## src/hdl/stereo_phaser_chorus_insert_macros.svh

```systemverilog
// Assertion macros shared by the phaser and chorus insert.
`ifndef STEREO_PHASER_CHORUS_INSERT_MACROS_SVH
`define STEREO_PHASER_CHORUS_INSERT_MACROS_SVH

// Same-cycle implication, disabled while reset is asserted.
`define SPCI_ASSERT_IMPL(label, clk, rst_n, ante, cons, msg) \
	label: assert property (@(posedge clk) disable iff (!(rst_n)) (ante) |-> (cons)) \
		else $error(msg);

// Next-cycle implication, disabled while reset is asserted.
`define SPCI_ASSERT_NEXT(label, clk, rst_n, ante, cons, msg) \
	label: assert property (@(posedge clk) disable iff (!(rst_n)) (ante) |=> (cons)) \
		else $error(msg);

`endif

```

## src/hdl/spci_pkg.sv

```systemverilog
// Shared types and constants for the stereo phaser and chorus insert.
`default_nettype none

package spci_pkg;

	// Widths
	localparam int SMP_W      = 18;   // port sample width
	localparam int SAT_W      = 16;   // clipped sample width
	localparam int ROW_W      = 2 * SAT_W; // one stereo row of the delay line
	localparam int APW        = 32;   // all-pass memory word
	localparam int XW         = 36;   // running sample inside a lane
	localparam int COEF_W     = 15;
	localparam int TRI_W      = 15;
	localparam int D8_W       = 18;   // 10.8 delay, integer part fits 10 bits here
	localparam int DEPTH_W    = 8;
	localparam int PHASE_W    = 32;
	localparam int FRAC_W     = 8;
	localparam int CFG_IDX_W  = 3;
	localparam int CFG_DATA_W = 32;
	localparam int AP_STAGES  = 4;
	localparam int STG_W      = 2;

	// Register indexes
	localparam logic [CFG_IDX_W-1:0] REG_PH_DEPTH = 3'd0;
	localparam logic [CFG_IDX_W-1:0] REG_CH_DEPTH = 3'd1;
	localparam logic [CFG_IDX_W-1:0] REG_PH_STEP  = 3'd2;
	localparam logic [CFG_IDX_W-1:0] REG_CH_STEP  = 3'd3;

	// Register reset values
	localparam logic [PHASE_W-1:0] PH_STEP_RST = 32'd197456;
	localparam logic [PHASE_W-1:0] CH_STEP_RST = 32'd105068;

	// LFO mapping: coefficient 0.15..0.85 in Q15, delay 441..771 frames in 10.8
	localparam logic [COEF_W-1:0] COEF_BASE  = 15'd4915;
	localparam logic [COEF_W-1:0] COEF_SWEEP = 15'd22938;
	localparam logic [D8_W-1:0]   DLY_BASE   = D8_W'(441 * 256);
	localparam logic [D8_W-1:0]   DLY_SWEEP  = D8_W'(330 * 256);

	// Clip limits
	localparam int SAT_HI = 32767;
	localparam int SAT_LO = -32768;

	// Per-cycle strobes from the sequencer to each lane
	typedef struct packed {
		logic             load;   // transaction accepted, take the sample
		logic             ap_a;   // all-pass: y = m - c*s
		logic             ap_b;   // all-pass: m = s + c*y
		logic             mix;    // blend phaser output by depth
		logic             tap0;   // first interpolation product
		logic             tap1;   // second product and sum
		logic             chmix;  // add chorus tap by depth
		logic [STG_W-1:0] stage;  // current all-pass stage
	} spci_ctrl_t;

	// Frame-wide values shared by both lanes
	typedef struct packed {
		logic               bypass;
		logic [COEF_W-1:0]  coef;
		logic [DEPTH_W-1:0] ph_depth;
		logic [DEPTH_W-1:0] ch_depth;
		logic [FRAC_W-1:0]  frac;
	} spci_prm_t;

endpackage

`default_nettype wire

```

## src/hdl/spci_lane.sv

```systemverilog
// One channel lane: four all-pass stages, phaser mix, chorus interpolation and mix.
`default_nettype none

module spci_lane import spci_pkg::*; (
	input  wire logic                     clk,
	input  wire logic                     arst_n,
	input  wire spci_ctrl_t               ctrl,
	input  wire spci_prm_t                prm,
	input  wire logic signed [SMP_W-1:0]  sample_in,
	input  wire logic signed [SAT_W-1:0]  tap_word,
	output logic signed [SAT_W-1:0]       sat_out,
	output logic signed [SMP_W-1:0]       result
);

	localparam int MP_W  = APW + DEPTH_W + 2;   // diff (33) x depth (9)
	localparam int TP_W  = SAT_W + FRAC_W + 2;  // sample x weight, with sum headroom
	localparam int CP_W  = TP_W - FRAC_W + DEPTH_W + 1;
	localparam logic signed [XW-1:0] X_MAX = XW'(SAT_HI);
	localparam logic signed [XW-1:0] X_MIN = XW'(SAT_LO);

	logic signed [SMP_W-1:0]  x_in_q;
	logic signed [XW-1:0]     x_q;
	logic signed [APW-1:0]    s_q;
	logic signed [APW-1:0]    y_q;
	logic signed [APW:0]      diff_q;
	logic signed [TP_W-1:0]   p0_q;
	logic signed [TP_W-1:0]   acc_q;
	logic signed [APW-1:0]    ap_mem_q [AP_STAGES];

	logic signed [APW-1:0]        ap_op;
	logic signed [APW+COEF_W:0]   ap_prod;
	logic signed [APW-1:0]        ap_shift;
	logic signed [MP_W-1:0]       mix_prod;
	logic signed [9:0]            tap_wt;
	logic signed [TP_W-1:0]       tp_prod;
	logic signed [CP_W-1:0]       ch_prod;

	// Shared all-pass multiplier: s in the first half of a stage, y in the second
	assign ap_op    = ctrl.ap_b ? y_q : s_q;
	assign ap_prod  = ap_op * $signed({1'b0, prm.coef});
	assign ap_shift = ap_prod[APW+14:15];

	// depth << 7 then >> 15 is the same floor as depth then >> 8
	assign mix_prod = diff_q * $signed({1'b0, prm.ph_depth});

	// Interpolation weight: 256 - frac for the older sample, frac for the newer
	assign tap_wt  = ctrl.tap0 ? $signed(10'd256 - {2'b00, prm.frac})
	                           : $signed({2'b00, prm.frac});
	assign tp_prod = tap_word * tap_wt;

	assign ch_prod = $signed(acc_q[TP_W-1:FRAC_W]) * $signed({1'b0, prm.ch_depth});

	// All-pass memory, cleared at reset
	always_ff @(posedge clk or negedge arst_n) begin
		if (!arst_n) begin
			for (int i = 0; i < AP_STAGES; i++) begin
				ap_mem_q[i] <= '0;
			end
		end else if (ctrl.ap_b) begin
			ap_mem_q[ctrl.stage] <= s_q + ap_shift;
		end
	end

	// Datapath registers
	always_ff @(posedge clk) begin
		if (ctrl.load) begin
			x_in_q <= sample_in;
			x_q    <= {{(XW-SMP_W){sample_in[SMP_W-1]}}, sample_in};
			s_q    <= {{(APW-SMP_W){sample_in[SMP_W-1]}}, sample_in};
		end
		if (ctrl.ap_a) begin
			y_q <= ap_mem_q[ctrl.stage] - ap_shift;
		end
		if (ctrl.ap_b) begin
			s_q    <= y_q;
			diff_q <= $signed({y_q[APW-1], y_q})
			        - $signed({{(APW+1-SMP_W){x_in_q[SMP_W-1]}}, x_in_q});
		end
		if (ctrl.mix) begin
			x_q <= x_q + $signed({{(XW-(MP_W-DEPTH_W)){mix_prod[MP_W-1]}},
			                      mix_prod[MP_W-1:DEPTH_W]});
		end
		if (ctrl.tap0) begin
			p0_q <= tp_prod;
		end
		if (ctrl.tap1) begin
			acc_q <= p0_q + tp_prod;
		end
		if (ctrl.chmix) begin
			x_q <= x_q + $signed({{(XW-(CP_W-DEPTH_W)){ch_prod[CP_W-1]}},
			                      ch_prod[CP_W-1:DEPTH_W]});
		end
	end

	// Clip to 16 bits
	always_comb begin
		if (x_q > X_MAX) begin
			sat_out = SAT_W'(SAT_HI);
		end else if (x_q < X_MIN) begin
			sat_out = SAT_W'(SAT_LO);
		end else begin
			sat_out = x_q[SAT_W-1:0];
		end
	end

	// Bypassed frames return the input untouched
	assign result = prm.bypass ? x_in_q
	                           : {{(SMP_W-SAT_W){sat_out[SAT_W-1]}}, sat_out};

endmodule

`default_nettype wire

```

## config.mk

```make
export PLATFORM = sky130hd
export DESIGN_NAME = spci_lane
export DESIGN_NICKNAME = d
export VERILOG_FILES = /design/src/hdl/stereo_phaser_chorus_insert_macros.svh /design/src/hdl/spci_pkg.sv /design/src/hdl/spci_lane.sv
export SDC_FILE = /design/constraint.sdc
export NUM_CORES = 2
export LEC_CHECK = 0
export BUFFER_PORTS_ARGS = -buffer_cell sky130_fd_sc_hd__buf_4
export CAP_MARGIN = 5
export CELL_PAD_IN_SITES_DETAIL_PLACEMENT = 0
export CELL_PAD_IN_SITES_GLOBAL_PLACEMENT = 1
export CORE_ASPECT_RATIO = 1.1
export CORE_MARGIN = 3
export CORE_UTILIZATION = 55
export DETAILED_ROUTE_END_ITERATION = 12
export GPL_TIMING_DRIVEN = 0
export MAX_ROUTING_LAYER = met4
export PLACE_DENSITY_LB_ADDON = 0.1
export SYNTH_ARGS = -nofsm -noshare
export SYNTH_HDL_FRONTEND = slang
export SYNTH_SLANG_ARGS = --single-unit
export TNS_END_PERCENT = 50
```

## constraint.sdc

```tcl
create_clock -name clk -period 18.5 [get_ports clk]
set_input_delay 5.55 -clock clk [delete_from_list [all_inputs] [get_ports clk]]
set_output_delay 5.55 -clock clk [all_outputs]
set_load 0.02 [all_outputs]
```

# Yosys cells after proc, flatten, opt, wreduce, memory -nomap -nowiden
# Cells that the tools add are included.
[word_totals] regBits=331 in_bits=85 output_inout_bits=34
[op_classes] add_sub_neg=7 n_mul=4 order_cmp=4 muxes=16 n_bitwise=1 n_reduce_logical=3
[op_table] cell="$mux W32" n=6
[op_table] cell="$bwmux W128" n=1
[op_table] cell="$mux W36" n=3
[op_table] cell="$bmux W32 S2" n=1
[op_table] cell="$demux W32 S2" n=1
[op_table] cell="$mul A32 B16 Y47" n=1
[op_table] cell="$mul A33 B9 Y42" n=1
[op_table] cell="$add A36 B19 Y36" n=1
[op_table] cell="$add A36 B34 Y36" n=1
[op_table] cell="$gt A36 B16 Y1 const B" n=1
[op_table] cell="$lt A36 B16 Y1 const B" n=1
[op_table] cell="$sub A32 B18 Y33" n=1
[op_table] cell="$add A32 B32 Y32" n=1
[op_table] cell="$mux W16" n=2
[op_table] cell="$sub A32 B32 Y32" n=1
[op_table] cell="$mul A18 B9 Y27" n=1
[op_table] cell="$add A26 B26 Y26" n=1
[op_table] cell="$mul A16 B10 Y26" n=1
[op_table] cell="$mux W18" n=1
[op_table] cell="$mux W10" n=1
[op_table] cell="$sub A9 B8 Y10 const A" n=1
[op_table] cell="$ge A3 B3 Y1 const B" n=1
[op_table] cell="$lt A3 B1 Y1 const B" n=1
[op_table] cell="$not A2 Y3" n=1
[op_table] cell="other kinds (3)" n=3

# Logic depth before layout (Yosys ltp)
[depth] word_depth=6 depth_mapped=45 depth_no_buf=41

# Worst setup path after synthesis
# OpenSTA, ideal clock, no wires.
[synth_path] kind="input -> register" start="input port ctrl[6] in the netlist's numbering" end="register y_q[30] (data pin)" arrival_time_ns=15.041 path_slack_ns=3.202 cell_stages=43 path_cell_list="buf_6 > clkbuf_1 > clkbuf_1 > nand2_1 > o21ai_0 > clkbuf_1 > nand2_1 > fa_1 > fa_1 > fa_1 > inv_1 > fa_1 > fa_1 > inv_1 > fa_1 > inv_1 > ha_1 > a21oi_1 > [7 not listed] > o21ai_0 > a31o_2 > xor2_1 > inv_1 > ha_1 > a21o_1 > a21o_1 > a21oi_1 > o31ai_1 > a31o_2 > a41o_1 > o31a_1 > a211oi_2 > o21ai_1 > a21o_1 > a41o_1 > o41a_1 > xor2_1"
[synth_between] elab_chain_cells=3
[synth_rtl] element="start, declared" line="spci_lane.sv:7" text="input wire spci_ctrl_t ctrl,"
[synth_rtl] element="$mux W32" line="spci_lane.sv:39" text="assign ap_op = ctrl.ap_b ? y_q : s_q;"
[synth_rtl] element="$mul A32 B16 Y47" line="spci_lane.sv:40" text="assign ap_prod = ap_op * $signed({1'b0, prm.coef});"
[synth_rtl] element="$sub A32 B32 Y32" line="spci_lane.sv:72" text="y_q <= ap_mem_q[ctrl.stage] - ap_shift;"
[synth_rtl] element="end signal, assigned" line="spci_lane.sv:72"
[synth_rtl] element="end, declared" line="spci_lane.sv:24" text="logic signed [APW-1:0] y_q;"
# Every way passes these cells.
# A chain may end at the register's enable or synchronous reset.

# Worst setup path after layout
[layout_path] start="input port ctrl[6] in the netlist's numbering" end="register y_q[31] (data pin)"
# The elaborated chain is that of the path after synthesis.

==> load_flow_metrics.sql <==
INSERT INTO impl_metrics (metric_group, metric, value, unit) VALUES
('cts', 'hold_buffers_post_cts', '0', ''),
('cts', 'maximum_buffer_depth_of_the_clock_tree', '3', ''),
('finish', 'diodes', '0', ''),
('grt', 'grt_antenna_before_repair', '6', ''),
('sta', 'finalSetupTns', '0', 'ns'),
('synth', 'adder_and_majority_cell_fraction_of_the_synthesized_area', '0.431', ''),
('sta', 'slew_at_the_pin_closest_to_its_max_slew_limit', '1.33', 'ns'),
('route', 'detailroute.via_count', '41171', ''),
('place', 'post_dp_hpwl', '124000', 'um'),
('grt', 'first_pass_grt_wire_length', '238000', 'um'),
('cts', 'cts_root_buffer', 'sky130_fd_sc_hd__clkbuf_16', ''),
('route', 'drt_wl_total', '148000', 'um'),
('synth', 'synth.lib_cells_used.distinct', '90', ''),
('synth', 'synth.cell_area', '55500', 'um^2'),
('finish', 'num-nets-final', '7647', ''),
('synth', 'netlist.area_leader.share', '0.321', ''),
('synth', 'synth_xor_xnor_area_share', '0.0445', ''),
('grt', 'maximum_number_of_pins_on_one_net_before_global_route_repair', '100', ''),
('synth', 'yosys.area.top_type', 'sky130_fd_sc_hd__fa_1', ''),
('hold_path', 'min-delay-start', 'ap_mem_q[60]$_DFFE_PN0P_', ''),
('synth', 'synthArstFlopShare', '0.396', ''),
('place', 'port_buffers', '103', ''),
('critical_path', 'crit_path_start_kind', 'input pin', ''),
('synth', 'synth_simple_gate_area_frac', '0.154', ''),
('route', 'drt_first_iter_violations', '2310', ''),
('place', 'place_congestion', '0.955', ''),
('cts', 'cts_max_level', '2', ''),
('synth', 'part_of_the_yosys_area_used_for_sequential_elements', '0.163', ''),
('die', 'start_util', '0.557', ''),
('finish', 'layout.cells.non_filler', '7509', ''),
('die', 'die-width', '309', 'um'),
('cts', 'cts-buffers-inserted', '41', ''),
('cts', 'postCtsSetupBuffers', '0', ''),
('critical_path', 'timing.critical_path.slowest_cell_delay', '0.66', 'ns'),
('die', 'std_cell_rows', '121', ''),
('synth', 'number_of_enable_type_register_cells_in_the_synthesized_netlist', '195', ''),
('critical_path', 'crit_buf_inv', '8', ''),
('sta', 'highest_clock_frequency_the_design_can_meet', '56.0', 'MHz'),
('die', 'die_height', '339', 'um'),
('critical_path', 'critPathCaptureType', 'flip-flop', ''),
('cts', 'tritoncts', 'yes', ''),
('critical_path', 'worstSetupStartpoint', 'ctrl[6]', ''),
('cts', 'clk-insertion-delay-late', '0.62', 'ns'),
('route', 'routed_wire_length_per_instance', '19.7', 'um'),
('route', 'drt_pre_antenna_iters', '5', ''),
('sta', 'timing.slew.headroom', '0.107', ''),
('critical_path', 'crit_family', 'compound AO/OA/AOI/OAI gates', ''),
('synth', 'avgSynthCellArea', '9.20', 'um^2'),
('die', 'area_of_the_die', '105000', 'um^2'),
('finish', 'flow.area_growth_from_synthesis', '7.19', '%'),
('critical_path', 'worst-endpoint-required', '18.86', 'ns'),
('grt', 'gr-total-overflow', '0', ''),
('route', 'drtAntennaViolNets', '0', ''),
('synth', 'post_synth_inst_count', '6035', ''),
('sta', 'finalHoldViolCount', '0', ''),
('job', 'timing.max_cap.violations', '0', ''),
('hold_path', 'hold_path.class', 'reg -> reg', ''),
('status', 'run_status', 'finished clean', ''),
('grt', 'grt_pass1_vias', '43434', ''),
('critical_path', 'startpoint_of_the_worst_register_to_register_path', 's_q[9]$_DFFE_PP_', ''),
('place', 'numPlacedInstances', '7433', ''),
('finish', 'fraction_of_layout_instances_using_a_drive_strength_above_1', '0.0425', ''),
('critical_path', 'critical-path-slowest-cell', 'sky130_fd_sc_hd__clkbuf_1', ''),
('sta', 'setup-violations-final', '0', ''),
('synth', 'postSynthRegisterBits', '323', ''),
('sta', 'final_max_slew_viol_count', '0', ''),
('sta', 'rsz0062_at_grt', 'false', ''),
('synth', 'synth.top_cells.by_area', 'sky130_fd_sc_hd__fa_1 (32%), sky130_fd_sc_hd__ha_1 (11%), sky130_fd_sc_hd__edfxtp_1 (11%), sky130_fd_sc_hd__inv_1 (8.1%), sky130_fd_sc_hd__dfrtp_1 (5.8%)', ''),
('die', 'floorplan.io_pins', '119', ''),
('synth', 'muxShareOfSynthArea', '0.0173', ''),
('sta', 'min_period_over_period', '0.965', '');
-- cells in the mapped netlist, types with 90 or more instances --
library cell	instances
sky130_fd_sc_hd__xnor2_1	197
sky130_fd_sc_hd__o21ai_0	280
sky130_fd_sc_hd__fa_1	891
sky130_fd_sc_hd__a21o_1	90
sky130_fd_sc_hd__edfxtp_1	195
sky130_fd_sc_hd__clkbuf_1	185
sky130_fd_sc_hd__nand2_1	777
sky130_fd_sc_hd__inv_1	1195
sky130_fd_sc_hd__dfrtp_1	128
sky130_fd_sc_hd__ha_1	486
sky130_fd_sc_hd__a21oi_1	207
sky130_fd_sc_hd__nor2_1	175
sky130_fd_sc_hd__and2_1	503
-- cell families (layout without fill, tap and decap cells) --
logic type / count (synthesis) / in the layout
and+or+nand+nor: 1767 / 1767
xor gates and xnor gates: 278 / 278
DFF: 323 / 323
adders and majority gates: 1377 / 1377
buffers and inverters: 1392 / 1575
muxes: 55 / 55
AOI/OAI and AO/OA: 843 / 843
-- final timing paths --
kind	endpoint	slack [ns]	cells after the start
worst max register to register	y_q[31]$_DFFE_PP_	6.62	40
worst max-delay path	y_q[31]$_DFFE_PP_	0.64	44
worst min register to register	ap_mem_q[60]$_DFFE_PN0P_	0.47	2
min in group asynchronous	ap_mem_q[58]$_DFFE_PN0P_	4.81	1
worst min-delay path	ap_mem_q[60]$_DFFE_PN0P_	0.47	2
max in group asynchronous	ap_mem_q[81]$_DFFE_PN0P_	12.86	2
-- cell type report --
cell class | count | area [um^2]
Buffer | 197 | 748
Clock buffer | 48 | 1110
Clock inverter | 28 | 398
Fill cell | 8980 | 40100
Inverter | 1195 | 4490
Multi-Input combinational cell | 4320 | 41200
Sequential cell | 323 | 9060
Tap cell | 1291 | 1620
Timing Repair Buffer | 107 | 847
-- per-stage QoR --
step,hold slack [ns],worst slack (ns),utilization,area [um^2]
global placement,0.456,0.183,0.581,57900
detailed placement,0.466,0.114,0.582,58000
finish,0.473,0.641,0.597,59500
floorplan,0.445,3.20,-,55500
CTS,0.478,0.722,0.597,59500
global route,0.500,0.141,0.597,59500
-- layout by cell type, fill, tap and decap left out, types with 26 or more instances in the layout --
master	n
sky130_fd_sc_hd__nand2_1	777
sky130_fd_sc_hd__buf_4	104
sky130_fd_sc_hd__ha_1	486
sky130_fd_sc_hd__inv_1	1195
sky130_fd_sc_hd__o21a_1	50
sky130_fd_sc_hd__o21ai_0	280
sky130_fd_sc_hd__clkbuf_16	43
sky130_fd_sc_hd__nand3_1	49
sky130_fd_sc_hd__xnor2_1	196
sky130_fd_sc_hd__a21o_1	90
sky130_fd_sc_hd__nor2b_1	65
sky130_fd_sc_hd__fa_1	891
sky130_fd_sc_hd__xor2_1	78
sky130_fd_sc_hd__edfxtp_1	195
sky130_fd_sc_hd__a21oi_1	207
sky130_fd_sc_hd__mux4_2	32
sky130_fd_sc_hd__nand2b_1	39
sky130_fd_sc_hd__dfrtp_1	128
sky130_fd_sc_hd__o31ai_1	26
sky130_fd_sc_hd__and2_1	503
sky130_fd_sc_hd__clkbuf_1	188
sky130_fd_sc_hd__nor3_1	64
sky130_fd_sc_hd__nor2_1	175
sky130_fd_sc_hd__o21bai_1	27
-- layer usage --
metal / vias to the layer above / global-route usage / wire length, um
met3: 319 / 0.0366 / 7350
met5: - / - / 0
li1: 19266 / - / -
met1: 20606 / 0.385 / 62800
met4: 0 / 0.131 / 8110
met2: 980 / 0.483 / 69600
-- worst register-to-register path, delay by kind of cell (launching register included) --
kind            cells  cell delay [ns]
compound gates     17             5.42
fa+ha+maj           8             3.55
simple gates        7             0.98
flops               1             0.38
xor+xnor            3             0.59
buf+inv             5             0.77
-- registers in the layout, indices dropped and copies added, names as in the netlist --
| name | flops |
|---|---|
| x_q | 36 |
| x_in_q | 18 |
| s_q | 32 |
| diff_q | 33 |
| p0_q | 26 |
| acc_q | 18 |
| ap_mem_q | 128 |
| y_q | 32 |
Power is left out: the tool's default activity adds up to more than one toggle a clock period on the data nets, which glitch-free logic cannot reach.
